`src/rtl/vfs_pkg.sv`:
```
// ----------------------------------------------------------------------------
// vfs_pkg: shared types and constants of the VOP frame splitter
// Start code patterns, frame kind codes and the frame record that the
// scanner hands to the output queue.
// ----------------------------------------------------------------------------
package vfs_pkg;

  localparam int unsigned POS_BITS_DEF = 24;
  localparam int unsigned TINC_W       = 5;
  localparam int unsigned FIELD_W      = 24;
  localparam int unsigned REFILL_W     = 3;

  localparam logic [REFILL_W-1:0] REFILL_LEN = 3'd4;

  localparam logic [31:0] VOP_START_CODE    = 32'h0000_01B6;
  localparam logic [31:0] START_PREFIX_MASK = 32'hFFFF_FF00;
  localparam logic [31:0] START_PREFIX      = 32'h0000_0100;

  localparam logic [1:0] KIND_INTRA = 2'd0;
  localparam logic [1:0] KIND_PRED  = 2'd1;
  localparam logic [1:0] KIND_BIDIR = 2'd2;

  typedef struct packed {
    logic               closes_buffer;
    logic               frame_coded;
    logic [1:0]         frame_kind;
    logic [FIELD_W-1:0] frame_size;
    logic [FIELD_W-1:0] frame_offset;
  } frame_rec_t;

  typedef struct packed {
    logic       push;
    frame_rec_t rec;
  } frame_req_t;

  // vop_coding_type: code 3 is handled as predicted
  function automatic logic [1:0] kind_map(input logic [1:0] code);
    logic [1:0] k;
    case (code)
      2'd0:    k = KIND_INTRA;
      2'd1:    k = KIND_PRED;
      2'd2:    k = KIND_BIDIR;
      default: k = KIND_PRED;
    endcase
    return k;
  endfunction

endpackage

```
`src/rtl/vfs_front.sv`:
```
// ----------------------------------------------------------------------------
// vfs_front: start code scanner and VOP header parser
// Slides the 32-bit window, walks the header eight bits per byte and
// builds a frame request when a frame closes.
// ----------------------------------------------------------------------------
module vfs_front #(
  parameter int unsigned POS_BITS = vfs_pkg::POS_BITS_DEF
) (
  input  logic                       clk_i,
  input  logic                       rst_ni,
  input  logic                       accept_i,
  input  logic [7:0]                 data_byte_i,
  input  logic                       last_byte_i,
  input  logic [vfs_pkg::TINC_W-1:0] time_inc_bits_i,
  output vfs_pkg::frame_req_t        req_o
);
  import vfs_pkg::*;

  localparam logic [2:0] PH_IDLE  = 3'd0;
  localparam logic [2:0] PH_TYPE  = 3'd1;
  localparam logic [2:0] PH_MOD   = 3'd2;
  localparam logic [2:0] PH_MARK1 = 3'd3;
  localparam logic [2:0] PH_TINC  = 3'd4;
  localparam logic [2:0] PH_MARK2 = 3'd5;
  localparam logic [2:0] PH_CODED = 3'd6;
  localparam logic [2:0] PH_DONE  = 3'd7;

  typedef struct packed {
    logic [2:0]        phase;
    logic [TINC_W-1:0] cnt;
    logic [1:0]        kind;
    logic              coded;
  } hdr_t;

  function automatic hdr_t hdr_step(input hdr_t h, input logic b,
                                    input logic [TINC_W-1:0] tinc);
    hdr_t r;
    r = h;
    case (h.phase)
      PH_TYPE: begin
        r.kind = {h.kind[0], b};
        r.cnt  = h.cnt + TINC_W'(1);
        if (r.cnt == TINC_W'(2)) begin
          r.kind  = kind_map(r.kind);
          r.phase = PH_MOD;
        end
      end
      PH_MOD: begin
        if (!b) r.phase = PH_MARK1;
      end
      PH_MARK1: begin
        r.cnt   = '0;
        r.phase = (tinc == '0) ? PH_MARK2 : PH_TINC;
      end
      PH_TINC: begin
        r.cnt = h.cnt + TINC_W'(1);
        if (r.cnt == tinc) r.phase = PH_MARK2;
      end
      PH_MARK2: r.phase = PH_CODED;
      PH_CODED: begin
        r.coded = b;
        r.phase = PH_DONE;
      end
      default: r = h;
    endcase
    return r;
  endfunction

  logic [31:0]         window_q, window_d;
  logic [REFILL_W-1:0] refill_q, refill_d, refill_dec;
  logic [POS_BITS-1:0] pos_q, pos_d, start_pos, open_off_q, open_off_d;
  logic [POS_BITS-1:0] size_mid, size_end;
  logic                open_q, open_d, halted_q, halted_d;
  hdr_t                hdr_q, hdr_d, hdr_walk;
  logic                test, vop, emit_mid, emit_end;

  always_comb begin
    window_d   = {window_q[23:0], data_byte_i};
    refill_dec = (refill_q != '0) ? refill_q - REFILL_W'(1) : refill_q;

    hdr_walk = hdr_q;
    if (!halted_q && open_q && hdr_q.phase != PH_DONE) begin
      for (int k = 7; k >= 0; k--) begin
        hdr_walk = hdr_step(hdr_walk, data_byte_i[k], time_inc_bits_i);
      end
    end

    test = !halted_q && !last_byte_i && refill_dec == '0 &&
           (window_d & START_PREFIX_MASK) == START_PREFIX;
    vop  = test && window_d == VOP_START_CODE;
    start_pos = pos_q - POS_BITS'(3);
    // sizes wrap at the position width
    size_mid  = start_pos - open_off_q;
    size_end  = pos_q + POS_BITS'(1) - open_off_q;
    emit_mid  = vop && open_q && hdr_walk.phase == PH_DONE;
    emit_end  = last_byte_i && !halted_q && open_q && hdr_walk.phase == PH_DONE;

    refill_d   = test ? REFILL_LEN : refill_dec;
    pos_d      = pos_q + POS_BITS'(1);
    open_d     = open_q;
    open_off_d = open_off_q;
    halted_d   = halted_q;
    hdr_d      = hdr_walk;
    if (vop) begin
      if (open_q && hdr_walk.phase != PH_DONE) begin
        // header cut short by the next VOP: drop and stop scanning
        halted_d    = 1'b1;
        open_d      = 1'b0;
        hdr_d.phase = PH_IDLE;
      end else begin
        open_d      = 1'b1;
        open_off_d  = start_pos;
        hdr_d       = '{phase: PH_TYPE, cnt: '0, kind: '0, coded: 1'b0};
      end
    end
    if (last_byte_i) begin
      window_d   = '0;
      refill_d   = REFILL_LEN;
      pos_d      = '0;
      open_d     = 1'b0;
      open_off_d = '0;
      halted_d   = 1'b0;
      hdr_d      = '{phase: PH_IDLE, cnt: '0, kind: '0, coded: 1'b0};
    end

    req_o.push              = accept_i && (emit_mid || emit_end);
    req_o.rec.frame_offset  = FIELD_W'(open_off_q);
    req_o.rec.frame_size    = emit_end ? FIELD_W'(size_end) : FIELD_W'(size_mid);
    req_o.rec.frame_kind    = hdr_walk.kind;
    req_o.rec.frame_coded   = hdr_walk.coded;
    req_o.rec.closes_buffer = emit_end;
  end

  always_ff @(posedge clk_i or negedge rst_ni) begin
    if (!rst_ni) begin
      window_q   <= '0;
      refill_q   <= REFILL_LEN;
      pos_q      <= '0;
      open_q     <= 1'b0;
      open_off_q <= '0;
      halted_q   <= 1'b0;
      hdr_q      <= '{phase: PH_IDLE, cnt: '0, kind: '0, coded: 1'b0};
    end else if (accept_i) begin
      window_q   <= window_d;
      refill_q   <= refill_d;
      pos_q      <= pos_d;
      open_q     <= open_d;
      open_off_q <= open_off_d;
      halted_q   <= halted_d;
      hdr_q      <= hdr_d;
    end
  end

  assert property (@(posedge clk_i) disable iff (!rst_ni)
    req_o.push |-> (open_q && !halted_q))
    else $error("frame request without an open frame");

  assert property (@(posedge clk_i) disable iff (!rst_ni)
    (accept_i && last_byte_i) |=> (pos_q == '0 && !open_q && !halted_q))
    else $error("buffer state not cleared after last byte");

  assert property (@(posedge clk_i) disable iff (!rst_ni)
    halted_q |-> !open_q)
    else $error("frame open while scan is halted");

  assert property (@(posedge clk_i) disable iff (!rst_ni)
    refill_q <= REFILL_LEN)
    else $error("refill count out of range");

endmodule

```
`src/rtl/vfs_queue.sv`:
```
// ----------------------------------------------------------------------------
// vfs_queue: two-entry frame queue and output stage
// Holds closed frames until the sink takes them.
// ----------------------------------------------------------------------------
module vfs_queue (
  input  logic                clk_i,
  input  logic                rst_ni,
  input  vfs_pkg::frame_req_t req_i,
  output logic                full_o,
  output logic                out_valid_o,
  input  logic                out_ready_i,
  output vfs_pkg::frame_rec_t out_rec_o
);
  import vfs_pkg::*;

  frame_rec_t mem_q [2];
  logic       wr_ptr_q, rd_ptr_q;
  logic [1:0] count_q, count_d;
  logic       pop;

  assign pop         = out_valid_o && out_ready_i;
  assign out_valid_o = count_q != 2'd0;
  assign full_o      = count_q == 2'd2;
  assign out_rec_o   = mem_q[rd_ptr_q];

  always_comb begin
    count_d = count_q;
    if (req_i.push && !pop) count_d = count_q + 2'd1;
    else if (!req_i.push && pop) count_d = count_q - 2'd1;
  end

  always_ff @(posedge clk_i) begin
    if (req_i.push) mem_q[wr_ptr_q] <= req_i.rec;
  end

  always_ff @(posedge clk_i or negedge rst_ni) begin
    if (!rst_ni) begin
      wr_ptr_q <= 1'b0;
      rd_ptr_q <= 1'b0;
      count_q  <= 2'd0;
    end else begin
      if (req_i.push) wr_ptr_q <= ~wr_ptr_q;
      if (pop)        rd_ptr_q <= ~rd_ptr_q;
      count_q <= count_d;
    end
  end

  assert property (@(posedge clk_i) disable iff (!rst_ni)
    req_i.push |-> !full_o)
    else $error("push into full frame queue");

  assert property (@(posedge clk_i) disable iff (!rst_ni)
    count_q != 2'd3)
    else $error("frame queue count out of range");

  assert property (@(posedge clk_i) disable iff (!rst_ni)
    (count_q == 2'd0 || count_q == 2'd2) |-> (wr_ptr_q == rd_ptr_q))
    else $error("queue pointers disagree with count");

endmodule

```
`src/rtl/vop_frame_splitter.sv`:
```
// ----------------------------------------------------------------------------
// vop_frame_splitter: VOP start code scanner and frame splitter
// Finds VOP start codes in a byte stream, parses each VOP header and
// reports each fully parsed frame with offset, size, kind and coded bit.
// ----------------------------------------------------------------------------
//  channel   direction  carries
//  s_axis    in         one buffer byte per request, tlast on final byte
//  m_axis    out        one frame per request, tlast if buffer end closed it
//  apb       in         register 0: time_inc_bits
//
//  One byte per cycle while the queue is not full; the scanner handles
//  window compare and eight header bits in the cycle it takes the byte.
//  A closed frame is registered in the queue before it shows on m_axis.
//  A two-entry frame queue sits between scanner and output; s_axis stalls
//  only while that queue is full.
//  Reset is asynchronous; no clearing pass is needed after it.
// ----------------------------------------------------------------------------
module vop_frame_splitter #(
  parameter int unsigned POS_BITS = vfs_pkg::POS_BITS_DEF
) (
  input  logic        clk_i,
  input  logic        rst_ni,
  input  logic        s_axis_tvalid,
  output logic        s_axis_tready,
  input  logic [7:0]  s_axis_tdata,   // [7:0] data_byte
  input  logic        s_axis_tlast,   // last_byte
  output logic        m_axis_tvalid,
  input  logic        m_axis_tready,
  // [23:0] frame_offset, [47:24] frame_size, [49:48] frame_kind,
  // [50] frame_coded, [55:51] zero
  output logic [55:0] m_axis_tdata,
  output logic        m_axis_tlast,   // closes_buffer
  input  logic        psel,
  input  logic        penable,
  input  logic        pwrite,
  input  logic [2:0]  paddr,
  input  logic [31:0] pwdata,
  output logic [31:0] prdata,
  output logic        pready
);
  import vfs_pkg::*;

  logic              accept, full, reg_hit;
  logic [TINC_W-1:0] tinc_q;
  frame_req_t        req;
  frame_rec_t        out_rec;

  assign pready  = 1'b1;
  assign reg_hit = paddr[2] == 1'b0;
  assign prdata  = reg_hit ? 32'(tinc_q) : 32'd0;

  always_ff @(posedge clk_i or negedge rst_ni) begin
    if (!rst_ni) begin
      tinc_q <= '0;
    end else if (psel && penable && pwrite && pready && reg_hit) begin
      tinc_q <= pwdata[TINC_W-1:0];
    end
  end

  assign s_axis_tready = !full;
  assign accept        = s_axis_tvalid && s_axis_tready;

  vfs_front #(
    .POS_BITS(POS_BITS)
  ) u_front (
    .clk_i          (clk_i),
    .rst_ni         (rst_ni),
    .accept_i       (accept),
    .data_byte_i    (s_axis_tdata),
    .last_byte_i    (s_axis_tlast),
    .time_inc_bits_i(tinc_q),
    .req_o          (req)
  );

  vfs_queue u_queue (
    .clk_i      (clk_i),
    .rst_ni     (rst_ni),
    .req_i      (req),
    .full_o     (full),
    .out_valid_o(m_axis_tvalid),
    .out_ready_i(m_axis_tready),
    .out_rec_o  (out_rec)
  );

  assign m_axis_tdata = {5'd0, out_rec.frame_coded, out_rec.frame_kind,
                         out_rec.frame_size, out_rec.frame_offset};
  assign m_axis_tlast = out_rec.closes_buffer;

endmodule
```
`config.mk`:
```
export PLATFORM = sky130hd
export DESIGN_NAME = vop_frame_splitter
export DESIGN_NICKNAME = d
export VERILOG_FILES = /design/src/rtl/vfs_pkg.sv /design/src/rtl/vfs_front.sv /design/src/rtl/vfs_queue.sv /design/src/rtl/vop_frame_splitter.sv
export SDC_FILE = /design/constraint.sdc
export NUM_CORES = 1
export LEC_CHECK = 0
export ABC_AREA = 0
export BUFFER_PORTS_ARGS = -buffer_cell sky130_fd_sc_hd__buf_2
export CAP_MARGIN = 20
export CORE_AREA = 3 3 247 152
export CTS_CLUSTER_SIZE = 30
export DETAILED_ROUTE_END_ITERATION = 16
export DIE_AREA = 0 0 250 155
export SYNTH_ARGS = -nofsm -noshare
export SYNTH_HDL_FRONTEND = slang
export SYNTH_HIERARCHICAL = 1
export SYNTH_SLANG_ARGS = --single-unit
```
`constraint.sdc`:
```
create_clock -name clk_i -period 19.92 [get_ports clk_i]
set_input_delay 2.988 -clock clk_i [delete_from_list [all_inputs] [get_ports clk_i]]
set_output_delay 2.988 -clock clk_i [all_outputs]
set_load 0.05 [all_outputs]
```
# Word-level counts from Yosys, hierarchy flattened
# Memory sizes are Yosys's and may differ from the RTL's.
# Index checks and enable logic that the tools add are counted.
# classes
bitwise_logic,3
n_eq_ne,79
addsub,15
mux,119
reduce_logical,52
# op_table
cell,count
$mux 24,6
$pmux 3 s6,8
$mux 3,34
$pmux 5 s2,8
$eq 3x3->1 const B,25
$mux 2,25
$eq 3x2->1 const B,16
$sub 24x24->24,2
$add 5x1->5 const B,8
$eq 5x2->1 const B,8
$eq 5x5->1,8
$mux 5,8
$mux 11,3
$eq 32x9->1 const B,1
$pmux 2 s2,8
$add 24x1->24 const B,1
$eq 24x1->1 const B,1
$eq 3x1->1 const B,8
$sub 24x2->24 const B,1
$logic_and 1x1->1,20
$eq 2x2->1 const B,9
$mux 1,18
$logic_not 2->1,8
$reduce_or 2->1,8
other kinds (15),26
# word_totals
n_memories,1
out_inout_bits,92
elab_cells,283
regBits,97
ramBits,104
# memory_table
name,words,word_bits,rd,rd_ports_with_merged_regs,write_ports,line_no,source
u_queue.mem_q,2,52,1,0,1,vfs_queue.sv:16,frame_rec_t mem_q [2];

# Depth between registers and ports, before layout
# Gate-level depths: netlist (run 1).
# depth
depth_word,48
mapped_depth,79

# Cells and area by module
# The synthesis (run 1) kept the hierarchy.
# modules_own_cells
module,seq_area_each_um2,area_each_um2,cells_per_inst,n_inst
vfs_front,2203.4,11118.2,1451,1
vfs_queue,3223.1,4192.8,178,1
vop_frame_splitter,125.1,514.2,53,1

# Worst setup path before layout (run 1)
# Ideal clock, no wire load.
# synth_path
path_type,in2reg
start,in s_axis_tdata[7]
end,mem u_queue/mem_q[0][47] (netlist bit) (data pin)
t_required_ns,19.656
path_stages,67
setup_slack_ns,4.089
setup_ns,0.264
path_buffers,5
arrival_time_ns,15.567
cell_sequence,o21ai_0 -> a32o_1 -> nor3_1 -> a221o_1 -> buf_2 -> a221oi_1 -> nor2_1 -> ha_1 -> clkbuf_2 -> xnor2_1 -> and3_1 -> o21ai_0 -> o2111ai_1 -> a2111oi_2 -> nand2_1 -> a31oi_4 -> o21ai_1 -> buf_4 -> [31 not listed] -> o21ai_0 -> a21boi_0 -> o21ai_0 -> nand2_1 -> and2_1 -> o21ai_0 -> nand2_1 -> and2_1 -> o21ai_0 -> nand2_1 -> a21oi_1 -> o21ai_0 -> a21oi_1 -> o21bai_1 -> a21o_1 -> a21oi_1 -> xor2_1 -> xnor2_1
# synth_rtl
item,line_no,source
from (decl),vop_frame_splitter.sv:25,"input logic [7:0] s_axis_tdata,"
to (decl),vfs_queue.sv:16,

==> results of run 1 <==
## flip-flops by register name, indices dropped and copies added, names as in the netlist
| signal | count |
|---|---|
| u_front/window_q | 24 |
| u_queue/wr_ptr_q | 1 |
| u_front/hdr_q | 11 |
| u_front/halted_q | 1 |
| u_front/open_off_q | 24 |
| u_queue/mem_q | 104 |
| tinc_q | 5 |
| u_front/refill_q | 3 |
| u_front/pos_q | 24 |
| u_queue/count_q | 2 |
| u_queue/rd_ptr_q | 1 |
| u_front/open_q | 1 |
## path summary, 6_finish.rpt
check	from	endpoint	slack [ns]	depth (start not counted)
max in group asynchronous	rst_ni	tinc_q[2]	16.25	2
min in group asynchronous	rst_ni	u_front/open_off_q[18]	2.46	1
setup reg to reg	u_front/hdr_q[8]	u_queue/mem_q[0][47]	1.54	69
hold / removal	u_queue/count_q[1]	u_queue/count_q[1]	0.50	1
hold reg to reg	u_queue/count_q[1]	u_queue/count_q[1]	0.50	1
setup / recovery	s_axis_tdata[7]	u_queue/mem_q[0][47]	1.33	66
## power by group through the flow
stage	Clock [uW]	Combinational, uW	Sequential [uW]
6_report	360	510	542
5_1_grt	385	573	545
4_1_cts	367	508	540
3_5_place_dp	0	501	549
3_3_place_gp	0	490	548
2_1_floorplan	0	407	526
## worst register-to-register path, delay by kind of cell (launching register included)
kind,cells,cell delay [ns]
muxes,2,0.55
DFF,1,0.82
xor gates and xnor gates,4,0.73
adders and majority gates,5,1.76
buffers and inverters,3,0.49
AOI/OAI and AO/OA,39,9.63
and+or+nand+nor,16,4.15
## layout make-up
| type | count | area [um2] |
|---|---|---|
| Clock inverter | 8 | 103 |
| Timing Repair Buffer | 95 | 515 |
| Fill cell | 3315 | 18200 |
| Tap cell | 467 | 584 |
| Clock buffer | 24 | 493 |
| Sequential cell | 201 | 5560 |
| Multi-Input combinational cell | 1265 | 9160 |
| Inverter | 131 | 492 |
## through the flow
| stage | power, uW | hold slack [ns] | cells | area, um2 | util |
|---|---|---|---|---|---|
| global route | 1500 | 0.530 | 2191 | 16900 | 0.482 |
| detailed placement | 1050 | 0.481 | 2157 | 16300 | 0.464 |
| finish | 1410 | 0.503 | 2191 | 16900 | 0.482 |
| floorplan | 933 | 0.448 | 1713 | 15900 | - |
| global placement | 1040 | 0.465 | 2157 | 16300 | 0.464 |
| CTS | 1410 | 0.501 | 2189 | 16900 | 0.481 |
## routing by layer
layer | share of wire | routed length (um) | up-vias | GRT usage
met3 | 0.10 | 4550 | 33 | 0.0595
met1 | 0.51 | 22800 | 6345 | 0.370
met5 | 0 | 0 | - | 0
met2 | 0.38 | 16700 | 554 | 0.291
li1 | - | - | 6246 | -
met4 | 0.0087 | 386 | 0 | 0.0236
## timing repair
| item | 4_1_cts | 5_1_grt |
|---|---|---|
| buffers inserted | 0 | 2 |
| resized for setup | 0 | 3 |
| setup endpoints to repair | 0 | 2 |
## layout by cell type, fill, tap and decap left out, drive strengths merged, types with 9 or more instances in the layout
master  netlist  layout
inv         131     131
nand2       111     111
o21ai       108     108
edfxtp      104     104
nor2         98      98
dfrtp        96      96
buf          80      95
xnor2        92      92
a21oi        80      80
mux2         70      70
nand3        53      53
nor3         46      46
ha           44      44
mux2i        34      34
conb          2      33
nand3b       31      31
and3         30      30
o22ai        27      27
o211ai       26      26
a31oi        26      26
a22o         25      25
nor4         24      24
clkbuf       35      24
and2         19      19
nand4        17      17
xor2         14      14
nor2b        14      14
a211oi       14      14
o21a         13      13
a21boi       13      13
nor3b        12      12
a32o         12      12
or2          12      12
a211o        10      10
a22oi        10      10
a21o          9       9
## cell families (layout without fill, tap and decap cells)
kind of cell / Yosys count / in the layout / share of synthesized area
buffers and inverters: 247 / 258 / 0.0791
adders and majority gates: 45 / 45 / 0.0361
DFF: 201 / 201 / 0.351
muxes: 104 / 104 / 0.0829
xor gates and xnor gates: 110 / 110 / 0.0655
AOI/OAI and AO/OA: 464 / 464 / 0.212
and+or+nand+nor: 509 / 509 / 0.173
other: 2 / 33 / 0.000475
==> load_flow_metrics.sql, run 1 <==
INSERT INTO impl_metrics (metric_group, metric, value, unit) VALUES
('pwr', 'power.sequential.fraction', '0.384', ''),
('global_route', 'grt_pass1_vias', '12000', ''),
('pwr', 'p_leak', '0.00658', 'uW'),
('place', 'place.detailed.hpwl', '32.8', 'mm'),
('sta', 'slew_headroom', '0.250', ''),
('layout', 'final_net_count', '1808', ''),
('synth', 'synth_enable_flop_cells', '104', ''),
('synth', 'synth.most_common_cell', 'sky130_fd_sc_hd__inv_1', ''),
('min_path', 'worstHoldPathType', 'reg2reg', ''),
('floorplan', 'die_width', '250', 'um'),
('synth', 'yosys.cell_types.count', '122', ''),
('critical_path', 'data_arrival_critical_path', '18.85', 'ns'),
('cts', 'worst_setup_hold_path_clk_slew', '0.07', 'ns'),
('sta', 'timing_worst_slew_pin_value', '1.11', 'ns'),
('synth', 'post_synth_inst_count', '1682', ''),
('global_route', 'initial_antenna_violation_count', '0', ''),
('floorplan', 'floorplan.die_area', '0.0388', 'mm2'),
('synth', 'synth_area', '0.0158', 'mm2'),
('layout', 'layout-drive-gt1-share', '0.152', ''),
('synth', 'async_flop_share', '0.483', ''),
('pwr', 'p_int', '907', 'uW'),
('floorplan', 'row_count', '53', ''),
('flow_run', 'max_cap_viol_count', '0', ''),
('cts', 'cts_inserted_buffers', '18', ''),
('floorplan', 'initial_utilization', '0.451', ''),
('sta', 'final.setup.tns', '0', 'ns'),
('pwr', 'clockPowerShare', '0.255', ''),
('critical_path', 'worst_setup_path_end_kind', 'register', ''),
('drt', 'dr.pass1.iters', '6', ''),
('critical_path', 'timing.critical_path.slowest_cell_delay', '0.59', 'ns'),
('drt', 'wl_per_cell', '20.3', 'um'),
('pwr', 'netSwitchingPower', '505', 'uW'),
('sta', 'fin_skew', '0.0329', 'ns'),
('global_route', 'grt_remaining_overflow', '0', ''),
('synth', 'syn-mean-instance-area', '9.41', 'um2'),
('drt', 'detail_route.drc_violations', '0', ''),
('layout', 'diodes', '0', ''),
('critical_path', 'worst-endpoint-required', '20.18', 'ns'),
('critical_path', 'setup.worst_path.start_class', 'primary input', ''),
('cts', 'htree_levels', '1', ''),
('global_route', 'track_usage', '0.224', ''),
('critical_path', 'path_class', 'in2reg', ''),
('critical_path', 'critPathMostFrequentCell', 'sky130_fd_sc_hd__o21ai_0', ''),
('cts', 'cts_tree', 'yes', ''),
('drt', 'num_vias', '13200', ''),
('sta', 'final_max_slew_violation_count', '0', ''),
('synth', 'ys_top_cells_by_area', 'sky130_fd_sc_hd__edfxtp_1, sky130_fd_sc_hd__dfrtp_1, sky130_fd_sc_hd__xnor2_1, sky130_fd_sc_hd__mux2_4, sky130_fd_sc_hd__ha_1', ''),
('synth', 'ys.warnings.count', '6', ''),
('drt', 'route.antenna.remaining_nets', '0', ''),
('sta', 'setup_viol_count_final', '0', ''),
('floorplan', 'die-height', '155', 'um'),
('synth', 'yosysTopAreaCell', 'sky130_fd_sc_hd__edfxtp_1', ''),
('sta', 'final-hold-violation-count', '0', ''),
('cts', 'root_buffer', 'sky130_fd_sc_hd__clkbuf_16', ''),
('synth', 'synthTopCellsByCount', 'sky130_fd_sc_hd__inv_1, sky130_fd_sc_hd__nand2_1, sky130_fd_sc_hd__edfxtp_1', ''),
('sta', 'period_utilization', '0.933', ''),
('sta', 'grt_setup_unrepaired', 'false', ''),
('place', 'dp_slack', '1.13', 'ns'),
('critical_path', 'highest_net_fanout_along_the_worst_path', '12', ''),
('pwr', 'ir_drop', '64.7', 'uV'),
('floorplan', 'ios', '143', ''),
('synth', 'synth_sequential_area_ratio', '0.351', ''),
('run_status', 'status', 'completed', ''),
('sta', 'max_freq', '53.8', 'MHz'),
('pwr', 'combinationalPowerShare', '0.362', ''),
('global_route', 'grt_first_pass_wirelength', '70.0', 'mm'),
('place', 'place_congestion', '0.925', ''),
('pwr', 'areal_power_density_over_the_cells', '83.5', 'mW/mm2'),
('synth', 'synth_largest_type_area_fraction', '0.197', ''),
('sta', 'final.setup.worst_slack', '1.33', 'ns'),
('critical_path', 'worstPathBufferInverterCount', '4', '');
No activity file was read; power rests on OpenSTA's default activity.
==> run 2, diff against run 1 <==
clock period = 16.3 ns   (was 19.92 ns; I/O delays follow)
==> load_flow_metrics.sql, run 2 (same netlist as run 1, synthesis figures left out) <==
INSERT INTO impl_metrics (metric_group, metric, value, unit) VALUES
('run_status', 'status', 'completed', ''),
('cts', 'cts_tree', 'yes', ''),
('critical_path', 'setup.worst_path.start_class', 'primary input', ''),
('place', 'place_congestion', '0.910', ''),
('critical_path', 'critPathMostFrequentCell', 'sky130_fd_sc_hd__o21ai_0', ''),
('floorplan', 'ios', '143', ''),
('sta', 'setup_viol_count_final', '0', ''),
('global_route', 'grt_pass1_vias', '12500', ''),
('place', 'placement.io_buffers', '80', ''),
('pwr', 'totalPowerFinal', '1820', 'uW'),
('pwr', 'p_leak', '0.00728', 'uW'),
('cts', 'number_of_instances_resized_during_post_cts_repair', '0', ''),
('cts', 'htree_levels', '1', ''),
('layout', 'syn_to_final_growth', '13.8', '%'),
('cts', 'worst_setup_hold_path_clk_slew', '0.07', 'ns'),
('floorplan', 'row_count', '53', ''),
('critical_path', 'highest_net_fanout_along_the_worst_path', '5', ''),
('critical_path', 'path_class', 'in2reg', ''),
('sta', 'grt_setup_unrepaired', 'false', ''),
('min_path', 'worstHoldPathType', 'reg2reg', ''),
('drt', 'routed_wirelength', '46.5', 'mm'),
('drt', 'dr.pass1.iters', '5', ''),
('sta', 'final.setup.tns', '0', 'ns'),
('sta', 'final_max_slew_violation_count', '0', ''),
('cts', 'cts_max_path_buffers', '3', ''),
('floorplan', 'initial_utilization', '0.451', ''),
('global_route', 'initial_antenna_violation_count', '3', ''),
('critical_path', 'crit_path_top_delay_cell', 'sky130_fd_sc_hd__or4_1', ''),
('drt', 'num_vias', '13800', ''),
('floorplan', 'die-height', '155', 'um'),
('drt', 'dr.first_iter.drc_count', '1506', ''),
('global_route', 'use_met1', '0.385', ''),
('pwr', 'ir_drop', '89.7', 'uV'),
('drt', 'route.antenna.remaining_nets', '0', ''),
('critical_path', 'timing.critical_path.slowest_cell_delay', '0.56', 'ns'),
('cts', 'cts_post_setup_buffers_inserted', '0', ''),
('global_route', 'track_usage', '0.232', ''),
('sta', 'timing.final.crit_period', '15.56', 'ns'),
('layout', 'top_register', 'u_queue/mem_q', ''),
('critical_path', 'worst-endpoint-required', '16.55', 'ns'),
('global_route', 'grt_first_pass_wirelength', '72.4', 'mm'),
('drt', 'detail_route.drc_violations', '0', ''),
('layout', 'largest_register_ff_count', '104', ''),
('critical_path', 'worst_setup_path_end_kind', 'register', ''),
('pwr', 'areal_power_density_over_the_cells', '101', 'mW/mm2'),
('sta', 'timing_worst_slew_pin_value', '1.08', 'ns'),
('global_route', 'grt_most_used_layer', 'met1', ''),
('sta', 'max_freq', '64.2', 'MHz'),
('drt', 'route.detailed.vias_per_inst', '5.94', ''),
('layout', 'final_net_count', '1941', ''),
('layout', 'layout-drive-gt1-share', '0.220', ''),
('flow_run', 'max_cap_viol_count', '0', ''),
('cts', 'cts_hold_repair.buffers', '0', ''),
('cts', 'cts_inserted_buffers', '19', ''),
('sta', 'fin_skew', '0.0214', 'ns'),
('global_route', 'gr-usage-met2', '0.298', ''),
('layout', 'layout.cells.most_common', 'sky130_fd_sc_hd__buf_4', ''),
('sta', 'slew_headroom', '0.277', ''),
('layout', 'filler_cell_count', '3182', ''),
('layout', 'diodes', '0', ''),
('global_route', 'grt_max_degree', '75', ''),
('floorplan', 'floorplan.die_area', '0.0388', 'mm2'),
('cts', 'clock_sinks', '201', ''),
('cts', 'clk_latency', '0.51', 'ns'),
('global_route', 'groute.layer.met3.usage', '0.0605', ''),
('sta', 'final-hold-violation-count', '0', ''),
('sta', 'period_utilization', '0.955', ''),
('drt', 'wl_per_cell', '20.0', 'um'),
('floorplan', 'fp.coreArea', '0.0351', 'mm2'),
('floorplan', 'die_width', '250', 'um'),
('global_route', 'grt_remaining_overflow', '0', ''),
('place', 'place.detailed.hpwl', '34.8', 'mm'),
('critical_path', 'data_arrival_critical_path', '15.82', 'ns'),
('layout', 'layout.cells.most_common_list', 'sky130_fd_sc_hd__buf_4, sky130_fd_sc_hd__inv_1, sky130_fd_sc_hd__nand2_1', ''),
('cts', 'root_buffer', 'sky130_fd_sc_hd__clkbuf_16', '');
-- run 2: cell count changes in the layout (fill, tap and decap cells not counted), sizes merged --
cell	delta
bufinv	+1
clkinv	-2
inv	+3
buf	+132
-- run 2: path summary, 6_finish.rpt --
check | endpoint | slack (ns) | from | depth (start not counted)
max | u_queue/mem_q[1][47] | 0.74 | s_axis_tdata[7] | 68
min in group asynchronous | u_front/open_off_q[20] | 1.87 | rst_ni | 1
max in group asynchronous | tinc_q[2] | 13.14 | rst_ni | 2
min reg2reg | u_queue/count_q[1] | 0.48 | u_queue/count_q[1] | 1
min | u_queue/count_q[1] | 0.48 | u_queue/count_q[1] | 1
max reg2reg | u_queue/mem_q[1][47] | 0.91 | u_front/hdr_q[9] | 72
-- run 2: stage by stage --
| step | hold WS (ns) | utilization | setup slack (ns) | area, um2 | cells |
|---|---|---|---|---|---|
| after CTS | 0.483 | 0.511 | 0.419 | 17900 | 2324 |
| after global placement | 0.465 | 0.493 | 0.182 | 17300 | 2290 |
| final | 0.477 | 0.514 | 0.736 | 18000 | 2325 |
| after detailed placement | 0.473 | 0.493 | 0.00492 | 17300 | 2290 |
| after floorplan | 0.448 | - | 1.01 | 15900 | 1713 |
| after global routing | 0.519 | 0.514 | 0.0379 | 18000 | 2325 |
-- run 2: layout make-up --
class	count	area [um2]	share of cell area
multi-input combinational	1265	9230	0.512
clock buffer	24	514	0.0285
sequential	201	5560	0.308
inverter	131	492	0.0273
clock inverter	10	135	0.00750
timing repair buffer	227	1500	0.0835
tap	467	584	0.0324
-- run 2: layer usage --
layer / vias to the layer above / part of all wire / routed length [um]
met2: 573 / 0.37 / 17400
met4: 2 / 0.0096 / 446
met1: 6676 / 0.52 / 24000
li1: 6513 / - / -
met3: 43 / 0.10 / 4710
met5: - / 0.00028 / 13
-- run 2: worst max-delay path: cells and delay by family --
| family | cells | cell delay (ns) |
|---|---|---|
| AO/OA/AOI/OAI | 35 | 6.62 |
| AND/OR/NAND/NOR | 15 | 3.41 |
| adder cells (fa/ha/maj) | 5 | 1.32 |
| multiplexers | 1 | 0.21 |
| buffers and inverters | 6 | 0.79 |
| XOR/XNOR | 6 | 0.98 |
-- run 2: report_power, final --
part           switching, uW  total [uW]  internal (uW)
Combinational            396         696            300
Sequential              40.7         656            616
Clock                    198         472            274
